**config.mk**
```make
export PLATFORM = sky130hd
export DESIGN_NAME = tile_grid_change_renderer
export DESIGN_NICKNAME = d
export VERILOG_FILES = /design/src/tgcr_pkg.sv /design/src/tgcr_row_store.sv /design/src/tgcr_col_unit.sv /design/src/tile_grid_change_renderer.sv
export VERILOG_INCLUDE_DIRS = /design/src /design/src/src
export SDC_FILE = /design/constraint.sdc
export NUM_CORES = 1
export LEC_CHECK = 0
export ABC_CLOCK_PERIOD_IN_PS = 8060
export BUFFER_PORTS_ARGS = -buffer_cell sky130_fd_sc_hd__buf_2
export CAP_MARGIN = 5
export CORE_MARGIN = 1.5
export CORE_UTILIZATION = 50
export DETAILED_ROUTE_END_ITERATION = 16
export GPL_TIMING_DRIVEN = 1
export PLACE_DENSITY_LB_ADDON = 0.08
export SYNTH_ARGS = -nofsm -noshare
export SYNTH_HDL_FRONTEND = slang
export SYNTH_SLANG_ARGS = --single-unit
export TNS_END_PERCENT = 100
```
**constraint.sdc**
```tcl
create_clock -name aclk -period 8.06 [get_ports aclk]
set_clock_uncertainty 0.2 [all_clocks]
set_input_delay 0.806 -clock aclk [delete_from_list [all_inputs] [get_ports aclk]]
set_output_delay 0.806 -clock aclk [all_outputs]
set_load 0.005 [all_outputs]
```
**src/tile_grid_change_renderer_macros.svh**
```systemverilog
// ----------------------------------------------------------------------------
// Tile grid change renderer assertion macros
// Concurrent check wrappers, clocked on aclk; empty under synthesis.
// ----------------------------------------------------------------------------
`ifndef TILE_GRID_CHANGE_RENDERER_MACROS_SVH
`define TILE_GRID_CHANGE_RENDERER_MACROS_SVH

`ifndef SYNTHESIS
// Check a property while out of reset.
`define TGCR_ASSERT(label, prop) \
    label: assert property (@(posedge aclk) disable iff (!aresetn) (prop)) \
        else $error("tgcr: check failed");
// Check a property on every edge, reset included.
`define TGCR_ASSERT_ALWAYS(label, prop) \
    label: assert property (@(posedge aclk) (prop)) \
        else $error("tgcr: check failed in or out of reset");
`else
`define TGCR_ASSERT(label, prop)
`define TGCR_ASSERT_ALWAYS(label, prop)
`endif

`endif

```
**src/tgcr_pkg.sv**
```systemverilog
// ----------------------------------------------------------------------------
// Tile grid change renderer package
// Shared widths, pixel constants and the structs passed between modules.
// ----------------------------------------------------------------------------
package tgcr_pkg;

    localparam int CODE_W      = 3;
    localparam int COLOR_W     = 16;
    localparam int NUM_COLORS  = 8;
    localparam int CFG_IDX_W   = 3;
    localparam int COORD_W     = 8;
    localparam int ROW_IDX_W   = 5;
    localparam int CELLS_W     = 30;
    localparam int S_TDATA_W   = 40;
    localparam int M_TDATA_W   = 48;

    localparam logic [COORD_W-1:0] CELL_PIX  = 8'd10;
    localparam logic [COORD_W-1:0] LEFT_EDGE = 8'd40;

    // Input word modes carried on s_tuser.
    localparam logic MODE_ROW   = 1'b0;
    localparam logic MODE_CLEAR = 1'b1;

    // Store control from the sequencer.
    typedef struct packed {
        logic wr_en;
        logic clear;
    } store_ctl_t;

    // One column's worth of fill command fields.
    typedef struct packed {
        logic [COORD_W-1:0] left_x;
        logic [COORD_W-1:0] right_x;
        logic [COLOR_W-1:0] fill_color;
    } col_cmd_t;

endpackage

```
**src/tgcr_row_store.sv**
```systemverilog
// ----------------------------------------------------------------------------
// Tile grid change renderer row store
// Shown-row words with per-row valid bits; an invalid row reads as zero.
// ----------------------------------------------------------------------------
module tgcr_row_store #(
    parameter int ROWS   = 22,
    parameter int ROW_W  = 30,
    parameter int ROW_AW = 5
) (
    input  logic                 aclk,
    input  logic                 aresetn,
    input  tgcr_pkg::store_ctl_t ctl,
    input  logic [ROW_AW-1:0]    addr,
    input  logic [ROW_W-1:0]     wdata,
    output logic [ROW_W-1:0]     rdata
);

    logic [ROW_W-1:0] data_reg [ROWS];
    logic [ROWS-1:0]  valid_reg;

    always_ff @(posedge aclk) begin
        if (!aresetn) begin
            valid_reg <= '0;
        end else if (ctl.clear) begin
            valid_reg <= '0;
        end else if (ctl.wr_en) begin
            valid_reg[addr] <= 1'b1;
        end
    end

    always_ff @(posedge aclk) begin
        if (ctl.wr_en) begin
            data_reg[addr] <= wdata;
        end
    end

    assign rdata = valid_reg[addr] ? data_reg[addr] : '0;

endmodule

```
**src/tgcr_col_unit.sv**
```systemverilog
// ----------------------------------------------------------------------------
// Tile grid change renderer column unit
// Colour registers, colour lookup and x step shared by every column.
// ----------------------------------------------------------------------------
module tgcr_col_unit (
    input  logic                                aclk,
    input  logic                                aresetn,
    input  logic                                cfg_wr_en,
    input  logic [tgcr_pkg::CFG_IDX_W-1:0]      cfg_index,
    input  logic [tgcr_pkg::COLOR_W-1:0]        cfg_wdata,
    input  logic [tgcr_pkg::CODE_W-1:0]         new_code,
    input  logic [tgcr_pkg::COORD_W-1:0]        x_in,
    output tgcr_pkg::col_cmd_t                  cmd,
    output logic [tgcr_pkg::COORD_W-1:0]        x_next
);

    logic [tgcr_pkg::COLOR_W-1:0] color_reg [tgcr_pkg::NUM_COLORS];
    logic [tgcr_pkg::COORD_W-1:0] right_x;

    always_ff @(posedge aclk) begin
        if (!aresetn) begin
            for (int i = 0; i < tgcr_pkg::NUM_COLORS; i++) begin
                color_reg[i] <= '0;
            end
        end else if (cfg_wr_en) begin
            color_reg[cfg_index] <= cfg_wdata;
        end
    end

    // right edge of this cell is the left edge of the next column
    assign right_x        = x_in + tgcr_pkg::CELL_PIX;
    assign x_next         = right_x;
    assign cmd.left_x     = x_in;
    assign cmd.right_x    = right_x;
    assign cmd.fill_color = color_reg[new_code];

endmodule

```
**src/tile_grid_change_renderer.sv**
```systemverilog
// ----------------------------------------------------------------------------
// Tile grid change renderer
// Turns grid row updates into fill-rectangle commands for changed cells.
// ----------------------------------------------------------------------------
// Each input word carries one grid row (index plus COLS 3-bit tile codes) or,
// with s_tuser set, a clear of the whole shown-row store. The row is compared
// with the stored copy in the accept cycle and the store is updated at once;
// a sequencer then walks the columns one per cycle through a shared column
// unit, and every changed column leaves as one fill command (cell corners and
// the colour register of the new code), with m_tlast on the row's final one.
// An accepted row with changes is walked up to and including its last
// changed column; a row with no change, a row index of ROWS or above, or a
// clear starts no walk. The column walk is the limit, and a stalled m_tready
// holds it. The output register lets the next row be taken while the final
// command waits. Colour registers are written through cfg_wr_en/cfg_index/
// cfg_wdata; the user must write them only while the block is idle, and the
// block itself does not enforce this. Reset empties the store through
// per-row valid bits; no clearing pass is needed.
// ----------------------------------------------------------------------------
`include "tile_grid_change_renderer_macros.svh"

module tile_grid_change_renderer #(
    parameter int ROWS = 22,
    parameter int COLS = 10
) (
    input  logic                               aclk,
    input  logic                               aresetn,
    // configuration write port
    input  logic                               cfg_wr_en,
    input  logic [tgcr_pkg::CFG_IDX_W-1:0]     cfg_index,
    input  logic [tgcr_pkg::COLOR_W-1:0]       cfg_wdata,
    // input row words
    input  logic                               s_tvalid,
    output logic                               s_tready,
    input  logic [tgcr_pkg::S_TDATA_W-1:0]     s_tdata,  // row_index[4:0], row_cells[34:5]
    input  logic                               s_tuser,  // mode
    // output fill commands
    output logic                               m_tvalid,
    input  logic                               m_tready,
    output logic [tgcr_pkg::M_TDATA_W-1:0]     m_tdata,  // left_x, top_y, right_x,
                                                         // bottom_y, fill_color
    output logic                               m_tlast   // last_of_row
);

    localparam int ROW_W  = tgcr_pkg::CODE_W * COLS;
    localparam int ROW_AW = (ROWS > 1) ? $clog2(ROWS) : 1;
    localparam logic [tgcr_pkg::ROW_IDX_W:0] ROW_LIMIT = (tgcr_pkg::ROW_IDX_W + 1)'(ROWS);

    typedef enum logic {
        ST_IDLE,
        ST_SCAN
    } state_t;

    state_t                              state_reg;
    logic [ROW_W-1:0]                    new_reg;
    logic [COLS-1:0]                     rem_reg;
    logic [tgcr_pkg::COORD_W-1:0]        x_reg;
    logic [tgcr_pkg::COORD_W-1:0]        y_reg;
    logic                                m_tvalid_reg;
    logic                                m_tlast_reg;
    logic [tgcr_pkg::M_TDATA_W-1:0]      m_tdata_reg;

    logic                                s_accept;
    logic                                in_mode;
    logic [tgcr_pkg::ROW_IDX_W-1:0]      in_row;
    logic [tgcr_pkg::CELLS_W-1:0]        in_cells;
    logic [ROW_W+tgcr_pkg::CELLS_W-1:0]  cells_wide;
    logic [ROW_W-1:0]                    new_row;
    logic [ROW_W-1:0]                    old_row;
    logic [COLS-1:0]                     diff;
    logic                                row_ok;
    logic [tgcr_pkg::ROW_IDX_W+3:0]      y_full;
    tgcr_pkg::store_ctl_t                store_ctl;
    tgcr_pkg::col_cmd_t                  cmd;
    logic [tgcr_pkg::COORD_W-1:0]        x_next;
    logic [COLS-1:0]                     rem_after;
    logic                                out_free;
    logic                                emit;
    logic [tgcr_pkg::COORD_W-1:0]        bottom_y;

    // unpack the input word
    assign in_mode  = s_tuser;
    assign in_row   = s_tdata[tgcr_pkg::ROW_IDX_W-1:0];
    assign in_cells = s_tdata[tgcr_pkg::ROW_IDX_W +: tgcr_pkg::CELLS_W];

    assign s_tready = (state_reg == ST_IDLE);
    assign s_accept = s_tvalid && s_tready;

    // columns past the 30-bit field read as zero; absent columns drop out
    assign cells_wide = {{ROW_W{1'b0}}, in_cells};
    assign new_row    = cells_wide[ROW_W-1:0];

    assign row_ok = ({1'b0, in_row} < ROW_LIMIT);

    // per-column change flags, all columns side by side
    always_comb begin
        for (int c = 0; c < COLS; c++) begin
            diff[c] = (old_row[c*tgcr_pkg::CODE_W +: tgcr_pkg::CODE_W] !=
                       new_row[c*tgcr_pkg::CODE_W +: tgcr_pkg::CODE_W]);
        end
    end

    // ten times row: shift and add, masked to 8 bits
    assign y_full = {1'b0, in_row, 3'b000} + {3'b000, in_row, 1'b0};

    assign store_ctl.clear = s_accept && (in_mode == tgcr_pkg::MODE_CLEAR);
    assign store_ctl.wr_en = s_accept && (in_mode == tgcr_pkg::MODE_ROW) && row_ok;

    tgcr_row_store #(
        .ROWS   (ROWS),
        .ROW_W  (ROW_W),
        .ROW_AW (ROW_AW)
    ) u_store (
        .aclk    (aclk),
        .aresetn (aresetn),
        .ctl     (store_ctl),
        .addr    (in_row[ROW_AW-1:0]),
        .wdata   (new_row),
        .rdata   (old_row)
    );

    tgcr_col_unit u_col (
        .aclk      (aclk),
        .aresetn   (aresetn),
        .cfg_wr_en (cfg_wr_en),
        .cfg_index (cfg_index),
        .cfg_wdata (cfg_wdata),
        .new_code  (new_reg[tgcr_pkg::CODE_W-1:0]),
        .x_in      (x_reg),
        .cmd       (cmd),
        .x_next    (x_next)
    );

    // bit 0 of rem_reg is the column under the unit; nothing left means done
    assign rem_after = rem_reg >> 1;
    assign out_free  = !m_tvalid_reg || m_tready;
    assign emit      = (state_reg == ST_SCAN) && out_free && rem_reg[0];
    assign bottom_y  = y_reg + tgcr_pkg::CELL_PIX;

    always_ff @(posedge aclk) begin
        if (!aresetn) begin
            state_reg    <= ST_IDLE;
            m_tvalid_reg <= 1'b0;
        end else begin
            // load a new command, else drop the one just taken
            if (emit) begin
                m_tvalid_reg <= 1'b1;
            end else if (m_tready) begin
                m_tvalid_reg <= 1'b0;
            end
            unique case (state_reg)
                ST_IDLE: begin
                    // latch the changed columns; an unchanged row ends here
                    if (store_ctl.wr_en && (diff != '0)) begin
                        new_reg   <= new_row;
                        rem_reg   <= diff;
                        x_reg     <= tgcr_pkg::LEFT_EDGE;
                        y_reg     <= y_full[tgcr_pkg::COORD_W-1:0];
                        state_reg <= ST_SCAN;
                    end
                end
                ST_SCAN: begin
                    // advance one column whenever the output register can take it
                    if (out_free) begin
                        new_reg <= new_reg >> tgcr_pkg::CODE_W;
                        rem_reg <= rem_after;
                        x_reg   <= x_next;
                        if (rem_reg[0]) begin
                            m_tlast_reg  <= (rem_after == '0);
                            m_tdata_reg  <= {cmd.fill_color, bottom_y, cmd.right_x,
                                             y_reg, cmd.left_x};
                        end
                        if (rem_after == '0) begin
                            state_reg <= ST_IDLE;
                        end
                    end
                end
                default: begin
                    state_reg <= ST_IDLE;
                end
            endcase
        end
    end

    assign m_tvalid = m_tvalid_reg;
    assign m_tlast  = m_tlast_reg;
    assign m_tdata  = m_tdata_reg;

    // a walk always has at least one changed column ahead of it
    `TGCR_ASSERT(a_scan_has_work, (state_reg == ST_SCAN) |-> (rem_reg != '0))
    // a blocked output freezes the column walk
    `TGCR_ASSERT(a_stall_holds_walk, (state_reg == ST_SCAN && !out_free) |=> $stable(rem_reg))
    // the walk leaves for idle exactly with the marked final command
    `TGCR_ASSERT(a_last_ends_walk, (emit && rem_after == '0) |=> !state_reg && m_tlast)
    // a reset edge leaves the block idle with no command
    `TGCR_ASSERT_ALWAYS(a_reset_idle, !aresetn |=> (state_reg == ST_IDLE) && !m_tvalid)

endmodule

```
==> flow_summary.html <==
<table>
<tr><th>Metric</th><th>Value</th></tr>
<tr><th colspan="2">Final layout</th></tr>
<tr><td>Diodes inserted</td><td>0</td></tr>
<tr><td>Max FFs per register</td><td>660</td></tr>
<tr><td>Final Instance Area</td><td>41400 sq um</td></tr>
<tr><td>Layout Area Growth over Synthesis</td><td>13.1%</td></tr>
<tr><td>Most common cell after layout, fill and taps aside</td><td>edfxtp_1</td></tr>
<tr><td>Share of post-route cells with drive strength above 1</td><td>23.3%</td></tr>
<tr><td>Number of nets in the finished design</td><td>2238</td></tr>
<tr><td>Commonest cells after routing, fill and taps aside</td><td>edfxtp_1, mux2i_1, and2_1</td></tr>
<tr><td>Count of placed standard cells in the final layout, fillers left out</td><td>3202</td></tr>
<tr><th colspan="2">Clock tree</th></tr>
<tr><td>Hold_buf cts</td><td>0</td></tr>
<tr><td>CTS tree</td><td>built</td></tr>
<tr><td># Post-CTS Setup Buffers</td><td>0</td></tr>
<tr><td>Skew-Pair Late Insertion Delay</td><td>0.65 ns</td></tr>
<tr><td>Library cell used as clock root buffer</td><td>clkbuf_16</td></tr>
<tr><td>Number of buffers inserted during clock tree synthesis</td><td>93</td></tr>
<tr><td>Resized cells post-CTS</td><td>0</td></tr>
<tr><td>Total clock sinks</td><td>911</td></tr>
<tr><td>H-tree Lvls</td><td>3</td></tr>
<tr><td>Clock transition at the registers of the reported paths</td><td>0.06 ns</td></tr>
<tr><td>Clock Path Buffers</td><td>3</td></tr>
<tr><th colspan="2">Drt</th></tr>
<tr><td>Vias after detailed routing</td><td>19238</td></tr>
<tr><td>Antenna Nets Post-Route</td><td>0</td></tr>
<tr><td>1st-iter DRT viols</td><td>1890</td></tr>
<tr><td>Count of TritonRoute iterations in the first routing pass</td><td>6</td></tr>
<tr><td>Post-detailed-route via-to-cell ratio</td><td>6.01</td></tr>
<tr><td>Detailed-route DRC error count</td><td>0</td></tr>
<tr><td>Wire length reported by the detailed router</td><td>92500 um</td></tr>
<tr><td>Average wire per standard cell</td><td>28.9 um</td></tr>
<tr><th colspan="2">Place</th></tr>
<tr><td>Area after detailed placement</td><td>38500 sq um</td></tr>
<tr><td>Total placed cells including tap cells</td><td>3031</td></tr>
<tr><td>Detailed Place HPWL</td><td>51600 um</td></tr>
<tr><td>Port buffer count</td><td>106</td></tr>
<tr><td>Global placement routability congestion</td><td>0.803</td></tr>
<tr><th colspan="2">Setup path</th></tr>
<tr><td>Cell type group with the largest total delay on the critical path</td><td>buffers and inverters</td></tr>
<tr><td>Max FO, Critical Path</td><td>70</td></tr>
<tr><td>Worst-path cell with the longest stage delay</td><td>o31ai_1</td></tr>
<tr><td>Arrival time of the worst setup path</td><td>5.76 ns</td></tr>
<tr><td>CP Buf/Inv Count</td><td>4</td></tr>
<tr><td>Data required time at the worst endpoint</td><td>8.20 ns</td></tr>
<tr><td>Cell repeated most along the worst path</td><td>buf_4</td></tr>
<tr><td>Critical Setup Path Class</td><td>in2reg</td></tr>
<tr><td>Biggest cell delay along the critical path</td><td>0.71 ns</td></tr>
<tr><td>Cell Chain, Critical Path</td><td>buf_8 &gt; buf_4 &gt; buf_4 &gt; mux4_2 &gt; a22oi_1 &gt; a21o_1 &gt; nand3_1 &gt; o31ai_1 &gt; nand4_1 &gt; nor4_1 &gt; a21oi_4 &gt; buf_4</td></tr>
<tr><td>Worst Setup Start Kind</td><td>input pin</td></tr>
<tr><td>Worst setup EP type</td><td>flip-flop</td></tr>
<tr><th colspan="2">Yosys</th></tr>
<tr><td>Number of synthesized register bits</td><td>911</td></tr>
<tr><td>Yosys cell types</td><td>87</td></tr>
<tr><td>Sequential-to-total area share from yosys stat</td><td>74.0%</td></tr>
<tr><td>Share of Yosys cell area claimed by the top area cell type</td><td>72.7%</td></tr>
<tr><td>Netlist area before placement</td><td>36600 sq um</td></tr>
<tr><td>Top FF cell, synth</td><td>edfxtp_1</td></tr>
<tr><td>Count of warnings emitted by yosys</td><td>0</td></tr>
<tr><td>Syn avg cell area</td><td>18.3 sq um</td></tr>
<tr><td>Synthesized instance count</td><td>2007</td></tr>
<tr><td>Most area-hungry cell type in the Yosys netlist</td><td>edfxtp_1</td></tr>
<tr><td>Largest cells by area after synthesis</td><td>edfxtp_1, mux4_2, mux2i_1, mux2_2, and2_1</td></tr>
<tr><td>Proportion of register bits with asynchronous set or reset after synthesis</td><td>0%</td></tr>
<tr><td>Number of synthesized flops with an enable pin</td><td>887</td></tr>
<tr><th colspan="2">Hold path</th></tr>
<tr><td>Type of the worst min-delay path</td><td>reg2reg</td></tr>
<tr><th colspan="2">STA</th></tr>
<tr><td>Final number of hold-violating endpoints</td><td>0</td></tr>
<tr><td>Worst-Margin Slew</td><td>1.13 ns</td></tr>
<tr><td>Final Max Tran Viols</td><td>0</td></tr>
<tr><td>Remaining max-slew budget at the tightest pin</td><td>24.1%</td></tr>
<tr><td>Final critical-path share of the clock period</td><td>69.7%</td></tr>
<tr><td>Final worst path period need</td><td>5.62 ns</td></tr>
<tr><td>Total setup violations reported at the end of the flow</td><td>0</td></tr>
<tr><td>Final-layout setup total negative slack</td><td>0 ns</td></tr>
<tr><td>Setup repair after global routing missed its margin</td><td>false</td></tr>
<tr><td>Final-layout worst hold slack</td><td>0.265 ns</td></tr>
<tr><td>Maximum clock rate</td><td>178 MHz</td></tr>
<tr><th colspan="2">Pwr</th></tr>
<tr><td>Comb power frac</td><td>5.4%</td></tr>
<tr><td>Part of the total power dissipated in the clock network</td><td>41.7%</td></tr>
<tr><td>Switch Pwr</td><td>2.13 mW</td></tr>
<tr><td>Total power per unit cell area</td><td>242 nW/um^2</td></tr>
<tr><td>Total leakage power</td><td>13.8 nW</td></tr>
<tr><td>Int Power</td><td>7.89 mW</td></tr>
<tr><td>Share of power burned in registers</td><td>52.9%</td></tr>
<tr><td>Peak supply drop</td><td>0.182 mV</td></tr>
<tr><td>Switching share of power</td><td>21.2%</td></tr>
<tr><th colspan="2">Global route</th></tr>
<tr><td>Initial antenna violation count</td><td>3</td></tr>
<tr><td>Vias in the first global route</td><td>19301</td></tr>
<tr><td>Combined global-route utilization of all metal layers</td><td>24.9%</td></tr>
<tr><td>Global-route wire length before repair</td><td>133000 um</td></tr>
<tr><td>Total grt overflow</td><td>0</td></tr>
<tr><td>Pin count of the biggest net entering global routing</td><td>74</td></tr>
<tr><th colspan="2">Floorplanning</th></tr>
<tr><td>Die Outline Area</td><td>74900 sq um</td></tr>
<tr><td>Starting density of the core</td><td>50.4%</td></tr>
<tr><td>Number of I/O pins</td><td>116</td></tr>
<tr><td>Area of the placeable core</td><td>72700 sq um</td></tr>
<tr><td>Horizontal extent of the die</td><td>274 um</td></tr>
<tr><td>Number of core rows</td><td>99</td></tr>
<tr><td>DIE HEIGHT</td><td>274 um</td></tr>
<tr><th colspan="2">Run status</th></tr>
<tr><td>Status</td><td>completed</td></tr>
<tr><th colspan="2">Flow run</th></tr>
<tr><td>Max-Cap Viols</td><td>0</td></tr>
</table>
## stage by stage
step                util, %  setup WS (ns)  total power, mW
finish                 57.0           2.44             10.0
global route           57.0           2.20             10.3
CTS                    57.0           2.41             10.1
detailed placement     52.9           1.79             5.94
global placement       52.9           1.80             5.93
floorplan                 -           1.95             5.72
## worst paths after layout
| kind | start | to | slack, ns | cells past startpoint |
|---|---|---|---|---|
| worst max-delay path | s_tdata[0] | new_reg[28]$_SDFFCE_PP0P_ | 2.44 | 12 |
| worst min-delay path | u_store.valid_reg[9]$_SDFFE_PP0P_ | u_store.valid_reg[9]$_SDFFE_PP0P_ | 0.26 | 2 |
| worst max register to register | u_store.valid_reg[9]$_SDFFE_PP0P_ | new_reg[28]$_SDFFCE_PP0P_ | 3.30 | 11 |
| worst min register to register | u_store.valid_reg[9]$_SDFFE_PP0P_ | u_store.valid_reg[9]$_SDFFE_PP0P_ | 0.26 | 2 |
## layout make-up
class | instances | area [sq um]
clock buffers | 127 | 2600
clock inverters | 44 | 350
fillers | 5560 | 31300
inverters | 13 | 48.8
multi-input cells | 977 | 9050
flip-flops and latches | 911 | 27100
well taps | 959 | 1200
repair buffers | 171 | 1060
## cells in the mapped netlist (9+ instances only)
| cell | count |
|---|---|
| a22oi_1 | 23 |
| nor3_1 | 16 |
| clkbuf_1 | 43 |
| nor4_1 | 12 |
| and2_1 | 136 |
| o22ai_1 | 51 |
| a21oi_1 | 16 |
| xnor2_1 | 21 |
| buf_1 | 14 |
| o21ai_0 | 23 |
| nand4_1 | 13 |
| mux2i_1 | 152 |
| buf_2 | 22 |
| a222oi_1 | 9 |
| nor2_1 | 101 |
| edfxtp_1 | 887 |
| inv_1 | 13 |
| nand3_1 | 21 |
| buf_4 | 11 |
| buf_6 | 16 |
| mux4_2 | 104 |
| nand2_1 | 36 |
| dfxtp_1 | 24 |
| mux2_2 | 77 |
## cells by family (layout without fill, tap and decap cells)
kind of cell	after synthesis	in the layout	share of synthesized area [%]
adders and majority gates	6	6	0.225
other	1	4	0.0102
buffers and inverters	122	355	1.88
xor gates and xnor gates	26	26	0.621
DFF	911	911	74.0
AOI/OAI and AO/OA	195	195	3.86
muxes	344	344	13.3
and+or+nand+nor	402	402	6.09
## routing by layer
metal  up-vias  routed length, um  global-route usage, %
met4         2               1700                   6.16
met2       639              45600                   41.3
met3       114               5500                   3.55
li1       8354                  -                      -
met1     10129              39700                   34.9
met5         -                 13                      0
## tightest hold or removal path, cell delays in order (launching register included)
cell and delay (ns):
dfxtp_1 0.32, nor2_1 0.05, nor2_1 0.07
## power by group through the flow
stage	sequential, mW	combinational [mW]	clock [mW]
floorplan	5.39	0.328	0
global placement	5.39	0.531	0
detailed placement	5.40	0.540	0
CTS	5.30	0.542	4.25
global route	5.30	0.577	4.44
finish	5.30	0.538	4.18
No activity file was read; power rests on OpenSTA's default activity.
